[src/hw/rtl/sequence_reorder_buffer_core_assert.svh]
// Assertion macros shared by the reorder buffer modules.
`ifndef SEQUENCE_REORDER_BUFFER_CORE_ASSERT_SVH
`define SEQUENCE_REORDER_BUFFER_CORE_ASSERT_SVH

// Concurrent check, disabled while in reset.
`define SRB_ASSERT(label, cond, msg) \
    label: assert property (@(posedge clk) disable iff (!rst_n) (cond)) else $error(msg);

// Implication check, disabled while in reset.
`define SRB_ASSERT_IMP(label, ante, cons, msg) \
    label: assert property (@(posedge clk) disable iff (!rst_n) (ante) |-> (cons)) \
        else $error(msg);

`endif

[src/hw/rtl/srb_pkg.sv]
`default_nettype none
package srb_pkg;
    localparam int NUM_PEERS   = 4;
    localparam int WINDOW      = 16;
    localparam int QUEUE_DEPTH = 16;
    localparam int PIDX_W  = (NUM_PEERS > 1) ? $clog2(NUM_PEERS) : 1;
    localparam int SLOT_W  = $clog2(WINDOW);
    localparam int QIDX_W  = $clog2(QUEUE_DEPTH);
    localparam int QCNT_W  = $clog2(QUEUE_DEPTH + 1);
    localparam int SADDR_W = PIDX_W + SLOT_W;
    localparam int QADDR_W = PIDX_W + QIDX_W;

    localparam logic [3:0] ST_IN_ORDER = 4'd0;
    localparam logic [3:0] ST_STASHED  = 4'd1;
    localparam logic [3:0] ST_STALE    = 4'd2;
    localparam logic [3:0] ST_OUT_WIN  = 4'd3;
    localparam logic [3:0] ST_Q_FULL   = 4'd4;
    localparam logic [3:0] ST_POPPED   = 4'd5;
    localparam logic [3:0] ST_EMPTY    = 4'd6;
    localparam logic [3:0] ST_FUTURE   = 4'd7;
    localparam logic [3:0] ST_UNKNOWN  = 4'd8;

    localparam logic REQ_ARRIVE = 1'b0;
    localparam logic REQ_POP    = 1'b1;

    typedef struct packed {
        logic        req_type;
        logic [1:0]  peer;
        logic [31:0] seq_count;
        logic [15:0] item_generation;
        logic        has_state;
        logic [31:0] time_seconds;
        logic [59:0] time_atto;
        logic [31:0] payload;
    } in_item_t;

    typedef struct packed {
        logic [3:0]  status;
        logic [4:0]  released_count;
        logic [4:0]  discarded_count;
        logic [31:0] out_seq;
        logic [15:0] out_generation;
        logic        out_has_state;
        logic [31:0] out_seconds;
        logic [59:0] out_atto;
        logic [31:0] out_payload;
        logic [31:0] latest_seconds;
        logic [59:0] latest_atto;
    } out_item_t;

    // record as stored in stash and queue
    typedef struct packed {
        logic [31:0] seq;
        logic [15:0] gen;
        logic        st;
        logic [31:0] sec;
        logic [59:0] atto;
        logic [31:0] pay;
    } rec_t;

    function automatic logic is_later(logic [31:0] s, logic [59:0] a,
                                      logic [31:0] ls, logic [59:0] la);
        return (s > ls) || ((s == ls) && (a > la));
    endfunction
endpackage
`default_nettype wire

[src/hw/rtl/srb_front.sv]
`default_nettype none
// Input side: takes items, checks the peer, and queues them for the engine.
module srb_front (
    input  wire logic            clk,
    input  wire logic            rst_n,
    input  wire logic            push,
    output logic                 full,
    input  wire srb_pkg::in_item_t in_item,
    output logic                 cmd_valid,
    input  wire logic            cmd_take,
    output srb_pkg::in_item_t    cmd_item,
    output logic                 cmd_bad_peer
);
    import srb_pkg::*;

    localparam int FD = 2;

    in_item_t fifo_reg [FD];
    logic     bad_reg  [FD];
    logic     wp_reg, rp_reg;
    logic [1:0] cnt_reg;
    logic     do_push, do_pop, bad_in;

    assign full     = (cnt_reg == 2'(FD));
    assign do_push  = push && !full;
    assign cmd_valid = (cnt_reg != 2'd0);
    assign do_pop   = cmd_take && cmd_valid;
    assign bad_in   = ({30'd0, in_item.peer} >= 32'(NUM_PEERS));
    assign cmd_item = fifo_reg[rp_reg];
    assign cmd_bad_peer = bad_reg[rp_reg];

    always_ff @(posedge clk or negedge rst_n)
    begin
        if (!rst_n)
        begin
            wp_reg  <= 1'b0;
            rp_reg  <= 1'b0;
            cnt_reg <= 2'd0;
        end
        else
        begin
            if (do_push)
                wp_reg <= ~wp_reg;
            if (do_pop)
                rp_reg <= ~rp_reg;
            cnt_reg <= cnt_reg + 2'(do_push) - 2'(do_pop);
        end
    end

    always_ff @(posedge clk)
    begin
        if (do_push)
        begin
            fifo_reg[wp_reg] <= in_item;
            bad_reg[wp_reg]  <= bad_in;
        end
    end

`include "sequence_reorder_buffer_core_assert.svh"
    `SRB_ASSERT(a_cnt_range, cnt_reg <= 2'(FD), "front queue overfilled")
    `SRB_ASSERT_IMP(a_take_valid, cmd_take, cmd_valid, "engine took from empty queue")
    `SRB_ASSERT_IMP(a_full_hold, full && !do_pop, ##1 full, "full dropped without take")
endmodule
`default_nettype wire

[config.mk]
export PLATFORM = sky130hd
export DESIGN_NAME = srb_front
export DESIGN_NICKNAME = d
export VERILOG_FILES = /design/src/hw/rtl/srb_pkg.sv /design/src/hw/rtl/srb_front.sv
export VERILOG_INCLUDE_DIRS = /design/src /design/src/hw/rtl
export SDC_FILE = /design/constraint.sdc
export NUM_CORES = 1
export LEC_CHECK = 0
export ABC_AREA = 0
export BUFFER_PORTS_ARGS = -buffer_cell sky130_fd_sc_hd__buf_2
export CAP_MARGIN = 20
export CORE_MARGIN = 2
export CORE_UTILIZATION = 56
export DETAILED_ROUTE_END_ITERATION = 12
export GPL_TIMING_DRIVEN = 1
export PLACE_DENSITY = 0.89
export SETUP_SLACK_MARGIN = 0.02
export SLEW_MARGIN = 20
export SYNTH_ARGS = -nofsm -noshare
export SYNTH_HDL_FRONTEND = slang
export SYNTH_SLANG_ARGS = --single-unit
[constraint.sdc]
create_clock -name clk -period 23.5 [get_ports clk]
set_input_delay 2.35 -clock clk [delete_from_list [all_inputs] [get_ports clk]]
set_output_delay 2.35 -clock clk [all_outputs]
set_load 0.05 [all_outputs]
==> impl_metrics.json, run 1 <==
{
  "outcome": "complete, no violations",
  "routedWlPerCell_um": 20.73,
  "drv_slew": 0,
  "maxCapViolCount": 0,
  "crit_buf_inv": 3,
  "netlist_area_sq_um": 13450,
  "fmax_mhz": 172.6,
  "die_area_sq_um": 25280,
  "antenna_found_initial": 6,
  "ctsLongestPathBuffers": 3,
  "post_cts.repair.setup_buffers": 0,
  "ys_types": 18,
  "post-route-util_pct": 70.51,
  "vias": 6724,
  "grt_pass1_vias": 7010,
  "finalInstanceArea_sq_um": 16600,
  "grt_pass1_wl_um": 39770,
  "synthCells": 568,
  "path_common_cell": "buf_4",
  "crit_chain": "buf_4 -> buf_4 -> mux2_4 -> buf_2",
  "setup_tns_ns": 0,
  "firstDrtPassIters": 5,
  "hold_buffers": 0,
  "max_slew_margin_pct": 22.97,
  "post-place-cells": 1230,
  "end_kind": "primary output",
  "crit_slowest_cell": "buf_4",
  "hold_violations": 0,
  "ir_drop_uv": 128.8,
  "clock_sinks": 356,
  "skew_ns": 0.01154,
  "numPortBuffers": 357,
  "cts_tree": "done",
  "routed_wl_um": 26880,
  "clk_pin_slew_ns": 0.06,
  "clkLatencyLatePin_ns": 0.50,
  "p_leak_nw": 6.594,
  "ctsResizeCount": 0,
  "gp_congestion": 0.8301,
  "tightest_slew_ns": 1.155,
  "core_sq_um": 23540,
  "antenna_left": 0,
  "period_share_pct": 24.66,
  "avgSynthCellArea_sq_um": 23.68,
  "power.density_nw_per_um2": 152.3,
  "fin_crit_ns": 5.795,
  "drtIter0Drc": 440,
  "drc": 0,
  "rows": 56,
  "die_h_um": 159.0,
  "setup_viol": 0,
  "grt_max_degree": 79,
  "die_w_um": 159.0,
  "synth-seq-area-share_pct": 79.32,
  "crit_required_ns": 21.15,
  "cts-root-buf": "clkbuf_16",
  "yosysTopAreaCell": "edfxtp_1",
  "layout-drive-gt1-share_pct": 60.68,
  "start_util_pct": 57.14,
  "yosysTopAreaCellShare_pct": 78.58,
  "synth_seq_cells": 356,
  "largest_reg_flops": 352,
  "h-tree-depth": 2,
  "start_kind": "flip-flop",
  "fin_cells": 1297,
  "nets": 1131,
  "synth_area_leaders": "edfxtp_1, mux2_4, mux2_2, buf_6, dfrtp_1",
  "gr-total-overflow": 0,
  "slowest_delay_ns": 0.87,
  "worstSetupPathType": "flip-flop to primary output",
  "dpl.hpwl_um": 18170,
  "yosysWarnings": 0,
  "cp_max_fo": 66,
  "cts_made_buffers": 36,
  "hold_class": "flip-flop to flip-flop",
  "drt-vias-per-instance": 5.184,
  "cp_top_family": "buffers and inverters",
  "rrSetupSlack_ns": 20.85,
  "rsz0062_at_grt": "false",
  "p_total_mw": 2.528,
  "cp.arrival_ns": 3.44,
  "placed_area_sq_um": 15500,
  "syn-num-nets": 750,
  "grt_use_total_pct": 20.58,
  "area_delta_synth_final_pct": 23.41,
  "io_pins": 359
}
[cell usage after synthesis]
| master | instances |
|---|---|
| buf_2 | 4 |
| edfxtp_1 | 352 |
| xnor2_1 | 3 |
| or2_2 | 1 |
| mux2_4 | 130 |
| buf_4 | 1 |
| inv_1 | 2 |
| ha_1 | 2 |
| buf_6 | 16 |
| dfrtp_1 | 4 |
| and2_1 | 1 |
| conb_1 | 1 |
| nand2_1 | 1 |
| mux2_2 | 46 |
| nand2b_1 | 1 |
| and3_1 | 1 |
| nor2_1 | 1 |
| xor2_1 | 1 |
[cell families after synthesis]
logic type / share of synthesized area (%)
multiplexers: 18.36
adder cells (fa/ha/maj): 0.1860
AND/OR/NAND/NOR: 0.2419
XOR/XNOR: 0.2605
other: 0.02788
flip-flops: 79.32
buffers and inverters: 1.600
[worst paths after layout]
| kind | from | endpoint | cells after the start |
|---|---|---|---|
| worst min-delay path | cnt_reg[0] | cnt_reg[0] | 1 |
| worst max-delay path | rp_reg | cmd_item[67] | 4 |
| max in group asynchronous | rst_n | rp_reg | 1 |
| min in group asynchronous | rst_n | cnt_reg[0] | 1 |
| worst max register to register | cnt_reg[1] | fifo_reg[0][80] | 4 |
| worst min register to register | cnt_reg[0] | cnt_reg[0] | 1 |
[final cells by class]
cell class              count  area, sq um
multi-input cells         189         2579
diodes                      4        10.01
clock buffers              44        952.2
clock inverters            19        140.1
inverters                   2        7.507
repair buffers            364         1839
flip-flops and latches    356        10670
well taps                 319        399.1
fillers                  1463         6942
[layout by cell type (no fill, tap or decap)]
cell	count
nor2_4	1
mux2_4	130
clkbuf_1	7
conb_1	1
diode_2	4
clkinvlp_4	1
and3_4	1
buf_4	7
ha_1	2
inv_1	2
dfrtp_1	3
clkbuf_16	37
inv_6	1
dfrtp_4	1
xnor2_1	3
nand2b_1	1
and2_1	1
clkinv_2	6
buf_2	357
edfxtp_1	352
mux2_2	46
clkinv_1	9
xor2_1	1
nand2_1	1
or2_2	1
bufinv_16	2
[metrics by stage]
step                hold slack (ns)  setup slack [ns]
floorplan                    0.4608             13.04
finish                       0.5363             17.71
global route                 0.5595             17.59
global placement             0.5012             18.29
detailed placement           0.5220             18.25
CTS                          0.5376             17.71
[worst register-to-register path: stages, from the launching register on]
cell and delay (ns):
dfrtp_1 0.41, nand2b_1 0.13, nand2_1 0.15, nor2_4 0.61
buf_4 0.90
[where the power goes]
part           internal [mW]  switching [mW]  leakage, nW  total (mW)
Sequential             0.872          0.0451         3.31       0.917
Clock                  0.310           0.219        0.535       0.528
Combinational          0.324           0.759         2.74        1.08
Total                   1.51            1.02         6.59        2.53
[routing by layer]
| layer | wire, um | GRT usage, % |
|---|---|---|
| met1 | 9940 | 23.94 |
| met2 | 14310 | 37.10 |
| met3 | 1731 | 4.454 |
| met4 | 885 | 8.719 |
| met5 | 21 | 0 |
No activity file was read; power rests on OpenSTA's default activity.
==> run 2, diff against run 1 <==
--- a/config.mk
+++ b/config.mk
@@ -10,10 +10,10 @@
 export BUFFER_PORTS_ARGS = -buffer_cell sky130_fd_sc_hd__buf_2
 export CAP_MARGIN = 20
 export CORE_MARGIN = 2
-export CORE_UTILIZATION = 56
+export CORE_UTILIZATION = 52
 export DETAILED_ROUTE_END_ITERATION = 12
 export GPL_TIMING_DRIVEN = 1
-export PLACE_DENSITY = 0.89
+export PLACE_DENSITY = 0.84
 export SETUP_SLACK_MARGIN = 0.02
 export SLEW_MARGIN = 20
 export SYNTH_ARGS = -nofsm -noshare
==> constraint.sdc (replaced) <==
create_clock -name clk -period 5.7 [get_ports clk]
set_input_delay 0.57 -clock clk [delete_from_list [all_inputs] [get_ports clk]]
set_output_delay 0.57 -clock clk [all_outputs]
set_load 0.05 [all_outputs]
==> run 2 against run 1 <==
  * Cell area rose by 0.57%
  * Cell count grew 1.1%
  * Worst setup slack worse by 15 ns
  * First-iteration DRC count increased by 13%
  * Wire length down 4.9%
  * Clock-buffer cell count shrank 1
  * Die area increased by 7.5%
  * Hold slack got worse by 0.28 ns
  * Total power rose to 4.1 times the previous value
  * Global-route usage decreased by 2.5 points
  * Non-clock buffer count increased by 1
  * Largest cell class unchanged
==> impl_metrics.json, run 2 (synthesis gave the netlist of run 1 again) <==
{
  "routed_wl_um": 25570,
  "cp_max_fo": 40,
  "layout_common_cells": "buf_2, edfxtp_1, mux2_4",
  "io_pins": 359,
  "drv_slew": 0,
  "crit_required_ns": 5.13,
  "grt_pass1_wl_um": 36730,
  "ctsLongestPathBuffers": 3,
  "largest_reg_flops": 352,
  "worstReg2RegEnd": "fifo_reg[1][70]",
  "r2r_start": "cnt_reg[1]",
  "clk_pin_slew_ns": 0.06,
  "final_common_cell": "buf_2",
  "setup_tns_ns": 0,
  "start_util_pct": 53.26,
  "routedWlPerCell_um": 19.50,
  "crit_slowest_cell": "dfrtp_4",
  "clkLatencyLatePin_ns": 0.50,
  "antenna_left": 0,
  "post-route-util_pct": 66.11,
  "whs_path_depth": 1,
  "vias": 6596,
  "pwr-share-clk_pct": 20.8,
  "crit_buf_inv": 2,
  "rows": 58,
  "hold_violations": 0,
  "cts_tree": "done",
  "crit_chain": "buf_4 -> mux2_4 -> buf_2",
  "rsz0062_at_grt": "false",
  "pwr-share-comb_pct": 42.9,
  "cp_top_family": "buffers and inverters",
  "h-tree-depth": 2,
  "cp.arrival_ns": 2.49,
  "grt_max_degree": 154,
  "die_area_sq_um": 27170,
  "max_slew_margin_pct": 31.23,
  "cts_made_buffers": 35,
  "layout-drive-gt1-share_pct": 60.87,
  "outcome": "complete, no violations",
  "placed_area_sq_um": 15550,
  "end_kind": "primary output",
  "grt_pass1_vias": 6794,
  "fin_crit_ns": 3.058,
  "rrSetupSlack_ns": 3.47,
  "pwr-share-seq_pct": 36.4,
  "slowest_delay_ns": 0.71,
  "rr_worst_depth": 3,
  "nets": 1131,
  "p_int_mw": 6.208,
  "critPathLaunch": "rp_reg",
  "drtIter0Drc": 496,
  "p_sw_mw": 4.164,
  "numPortBuffers": 357,
  "dpl.hpwl_um": 17040,
  "cts-root-buf": "clkbuf_16",
  "setup_viol": 0,
  "core_sq_um": 25250,
  "drc": 0,
  "fin_cells": 1311,
  "start_kind": "flip-flop",
  "grt_use_total_pct": 18.03,
  "skew_ns": 0.008600,
  "fillers": 1682,
  "die_w_um": 164.8,
  "ctsResizeCount": 0,
  "maxCapViolCount": 0,
  "pre_cts_ws_ns": 3.134,
  "period_share_pct": 53.64,
  "p_sw_share_pct": 40.14,
  "cp_num_cells": 3,
  "area_delta_synth_final_pct": 24.12,
  "drt-vias-per-instance": 5.031,
  "p_leak_nw": 6.606,
  "gr-total-overflow": 0,
  "hold_slack_ns": 0.2542,
  "die_h_um": 164.8,
  "cp-endpoint": "cmd_item[120]",
  "ir_drop_uv": 455.4,
  "finalInstanceArea_sq_um": 16700,
  "p_total_mw": 10.37,
  "post-place-cells": 1240,
  "gp_congestion": 0.7703,
  "hold_class": "input port to flip-flop",
  "clock_sinks": 356,
  "antenna_found_initial": 10,
  "tightest_slew_ns": 1.032,
  "firstDrtPassIters": 6,
  "post_cts.repair.setup_buffers": 0,
  "power.density_nw_per_um2": 621.2,
  "fin_ws_ns": 2.642,
  "fmax_mhz": 327.1,
  "worstSetupPathType": "flip-flop to primary output"
}
==> run 2: what timing repair did <==
item	in CTS	in global routing
hold buffers	1	0
hold endpoints to repair	4	0
setup endpoints to repair	0	0
==> run 2: cell type report <==
cell class	instances	area (sq um)	area share (%)
Sequential cell	356	10670	63.93
Multi-Input combinational cell	189	2579	15.45
Timing Repair Buffer	365	1919	11.50
Clock buffer	43	948.4	5.680
Tap cell	330	412.9	2.473
Clock inverter	16	130.1	0.7794
Antenna cell	10	25.02	0.1499
Inverter	2	7.507	0.04496
==> run 2: layer usage <==
metal | vias to the layer above | global-route usage (%) | part of all wire [%]
met5 | - | 0 | 0
met4 | 0 | 7.470 | 3.0
met3 | 53 | 5.751 | 8.7
met2 | 276 | 31.76 | 52
met1 | 3239 | 20.29 | 36
li1 | 3028 | - | -
==> run 2: worst min-delay path by stage <==
stage / startpoint / end
after CTS: in_item[23] / fifo_reg[0][23]
after floorplan: rst_n / cnt_reg[0]
after global routing: in_item[34] / fifo_reg[1][34]
final: in_item[23] / fifo_reg[0][23]
after detailed placement: rst_n / cnt_reg[0]
after global placement: rst_n / cnt_reg[0]
==> run 2: power by group through the flow <==
stage / registers (mW) / logic, mW / clock network [mW]
after floorplan: 3.81 / 3.73 / 0
after global placement: 3.79 / 4.43 / 0
after detailed placement: 3.83 / 4.46 / 0
after CTS: 3.78 / 4.48 / 2.21
after global routing: 3.82 / 4.63 / 2.30
final: 3.77 / 4.45 / 2.15
==> run 2: worst reg2reg max path, delay by kind of cell, from the launching register on <==
| family | cells | cell delay (ns) |
|---|---|---|
| DFF | 1 | 0.41 |
| and+or+nand+nor | 2 | 0.57 |
| buffers and inverters | 1 | 0.55 |
==> run 3, diff against run 2 <==
==> constraint.sdc (replaced) <==
create_clock -name clk -period 3 [get_ports clk]
set_input_delay 0.3 -clock clk [delete_from_list [all_inputs] [get_ports clk]]
set_output_delay 0.3 -clock clk [all_outputs]
set_load 0.05 [all_outputs]
==> run 3 against run 2 <==
  * Global-route usage up 4.4 points
  * Critical path type unchanged
  * Core utilization grew 7.3 points
  * Sequential power grew 90%
  * Sequential share of layout area decreased by 6.3 points
  * Register-to-register slack worse by 2.4 ns
  * Clock-buffer cell count rose by 5
  * Critical endpoint is now cmd_item[166]
  * First-iteration DRC count increased by 7.7%
  * Non-clock buffer count grew 173
  * Combinational power up 99%
  * Critical path depth did not move
==> impl_metrics.json, run 3 (synthesis gave the netlist of run 1 again) <==
{
  "routed_wl_um": 31190,
  "p_sw_share_pct": 40.45,
  "hold_class": "input port to flip-flop",
  "core_sq_um": 25250,
  "pwr-share-seq_pct": 35.0,
  "p_int_mw": 12.20,
  "power.density_nw_per_um2": 1106,
  "clk_pin_slew_ns": 0.07,
  "hold_violations": 0,
  "period_share_pct": 83.24,
  "whs_path_depth": 1,
  "start_util_pct": 53.26,
  "maxCapViolCount": 0,
  "nets": 1306,
  "tightest_slew_ns": 0.6999,
  "cts_tree": "done",
  "cp.arrival_ns": 2.20,
  "clkLatencyLatePin_ns": 0.51,
  "crit_required_ns": 2.70,
  "pwr-share-clk_pct": 21.8,
  "gr-total-overflow": 0,
  "setup_viol": 0,
  "grt_pass1_wl_um": 45220,
  "cts-root-buf": "clkbuf_16",
  "post-route-util_pct": 73.38,
  "crit_slowest_cell": "dfrtp_4",
  "p_sw_mw": 8.291,
  "largest_reg_flops": 352,
  "grt_max_degree": 110,
  "die_w_um": 164.8,
  "antenna_left": 0,
  "cts_made_buffers": 37,
  "layout-drive-gt1-share_pct": 51.74,
  "worstSetupPathType": "flip-flop to primary output",
  "rsz0062_at_grt": "false",
  "numPortBuffers": 357,
  "crit_chain": "buf_12 -> mux2_2 -> buf_2",
  "ir_drop_uv": 841.5,
  "start_kind": "flip-flop",
  "max_slew_margin_pct": 53.34,
  "dpl.hpwl_um": 17430,
  "gp_congestion": 0.7486,
  "grt_pass1_vias": 8231,
  "rr_worst_depth": 4,
  "layout_common_cells": "buf_2, edfxtp_1, dlygate4sd3_1",
  "p_total_mw": 20.49,
  "drv_slew": 0,
  "grt_use_total_pct": 22.38,
  "vias": 7435,
  "clock_sinks": 356,
  "p_leak_nw": 7.383,
  "h-tree-depth": 2,
  "io_pins": 359,
  "firstDrtPassIters": 5,
  "die_area_sq_um": 27170,
  "skew_ns": 0.01717,
  "ctsLongestPathBuffers": 3,
  "ctsResizeCount": 0,
  "fin_crit_ns": 2.497,
  "drc": 0,
  "fmax_mhz": 400.4,
  "diodes": 0,
  "antenna_found_initial": 0,
  "die_h_um": 164.8,
  "area_delta_synth_final_pct": 37.75,
  "outcome": "complete, no violations",
  "pwr-share-comb_pct": 43.2,
  "final_common_cell": "buf_2",
  "slowest_delay_ns": 0.59,
  "drtIter0Drc": 534,
  "cp_max_fo": 66,
  "routedWlPerCell_um": 21.04,
  "drt-vias-per-instance": 5.017,
  "rows": 58,
  "end_kind": "primary output"
}
run 3: final cells by class:
| type | instances | area [sq um] |
|---|---|---|
| sequential | 356 | 10670 |
| fill | 1436 | 6724 |
| timing repair buffer | 538 | 3669 |
| multi-input combinational | 189 | 2581 |
| clock buffer | 48 | 1010 |
| tap | 330 | 412.9 |
| clock inverter | 19 | 176.4 |
| inverter | 2 | 7.507 |
run 3: layer usage:
metal  global-route usage [%]  wire, um  vias up
met5                        0         0        -
met4                    7.233       877        0
met1                    24.03     10800     3667
met2                    42.49     17120      336
li1                         -         -     3370
met3                    6.052      2389       62
run 3: path summary, 6_finish.rpt:
kind	from	endpoint	slack, ns
max reg2reg	cnt_reg[0]	fifo_reg[0][86]	1.12
min	in_item[106]	fifo_reg[0][106]	0.03
min reg2reg	wp_reg	wp_reg	0.58
max	rp_reg	cmd_item[166]	0.50
min in group asynchronous	rst_n	cnt_reg[0]	0.13
max in group asynchronous	rst_n	rp_reg	2.72
run 3: power by group through the flow:
stage          Clock, mW  Sequential, mW  Combinational [mW]
2_1_floorplan          0            7.17                7.10
3_3_place_gp           0            7.15                8.56
3_5_place_dp           0            7.23                8.60
4_1_cts             4.51            7.14                8.81
5_1_grt             4.76            7.26                9.21
6_report            4.47            7.17                8.85
run 3: worst max-delay path: cells and delay by family, from the launching register on:
kind	cells	cell delay, ns
buffers and inverters	2	0.58
flip-flops	1	0.59
multiplexers	1	0.40
run 3: through the flow:
stage          cell area [sq um]  TNS (ns)  hold slack, ns  cells  setup slack (ns)
6_report                   18530         0         0.02510   1482            0.5027
3_5_place_dp               15600         0          0.1178   1241             1.047
5_1_grt                    18530         0        0.008298   1482            0.4247
3_3_place_gp               15600         0          0.1169   1241             1.066
4_1_cts                    18510         0        0.001410   1480            0.4972
2_1_floorplan              13460   -132.27        0.004409    568           -0.6243
run 3: repair_timing:
| action | 4_1_cts | 5_1_grt |
|---|---|---|
| hold buffers | 172 | 2 |
| setup endpoints to repair | 0 | 0 |
| setup buffers | 0 | 0 |
| endpoints found under the hold margin | 345 | 4 |
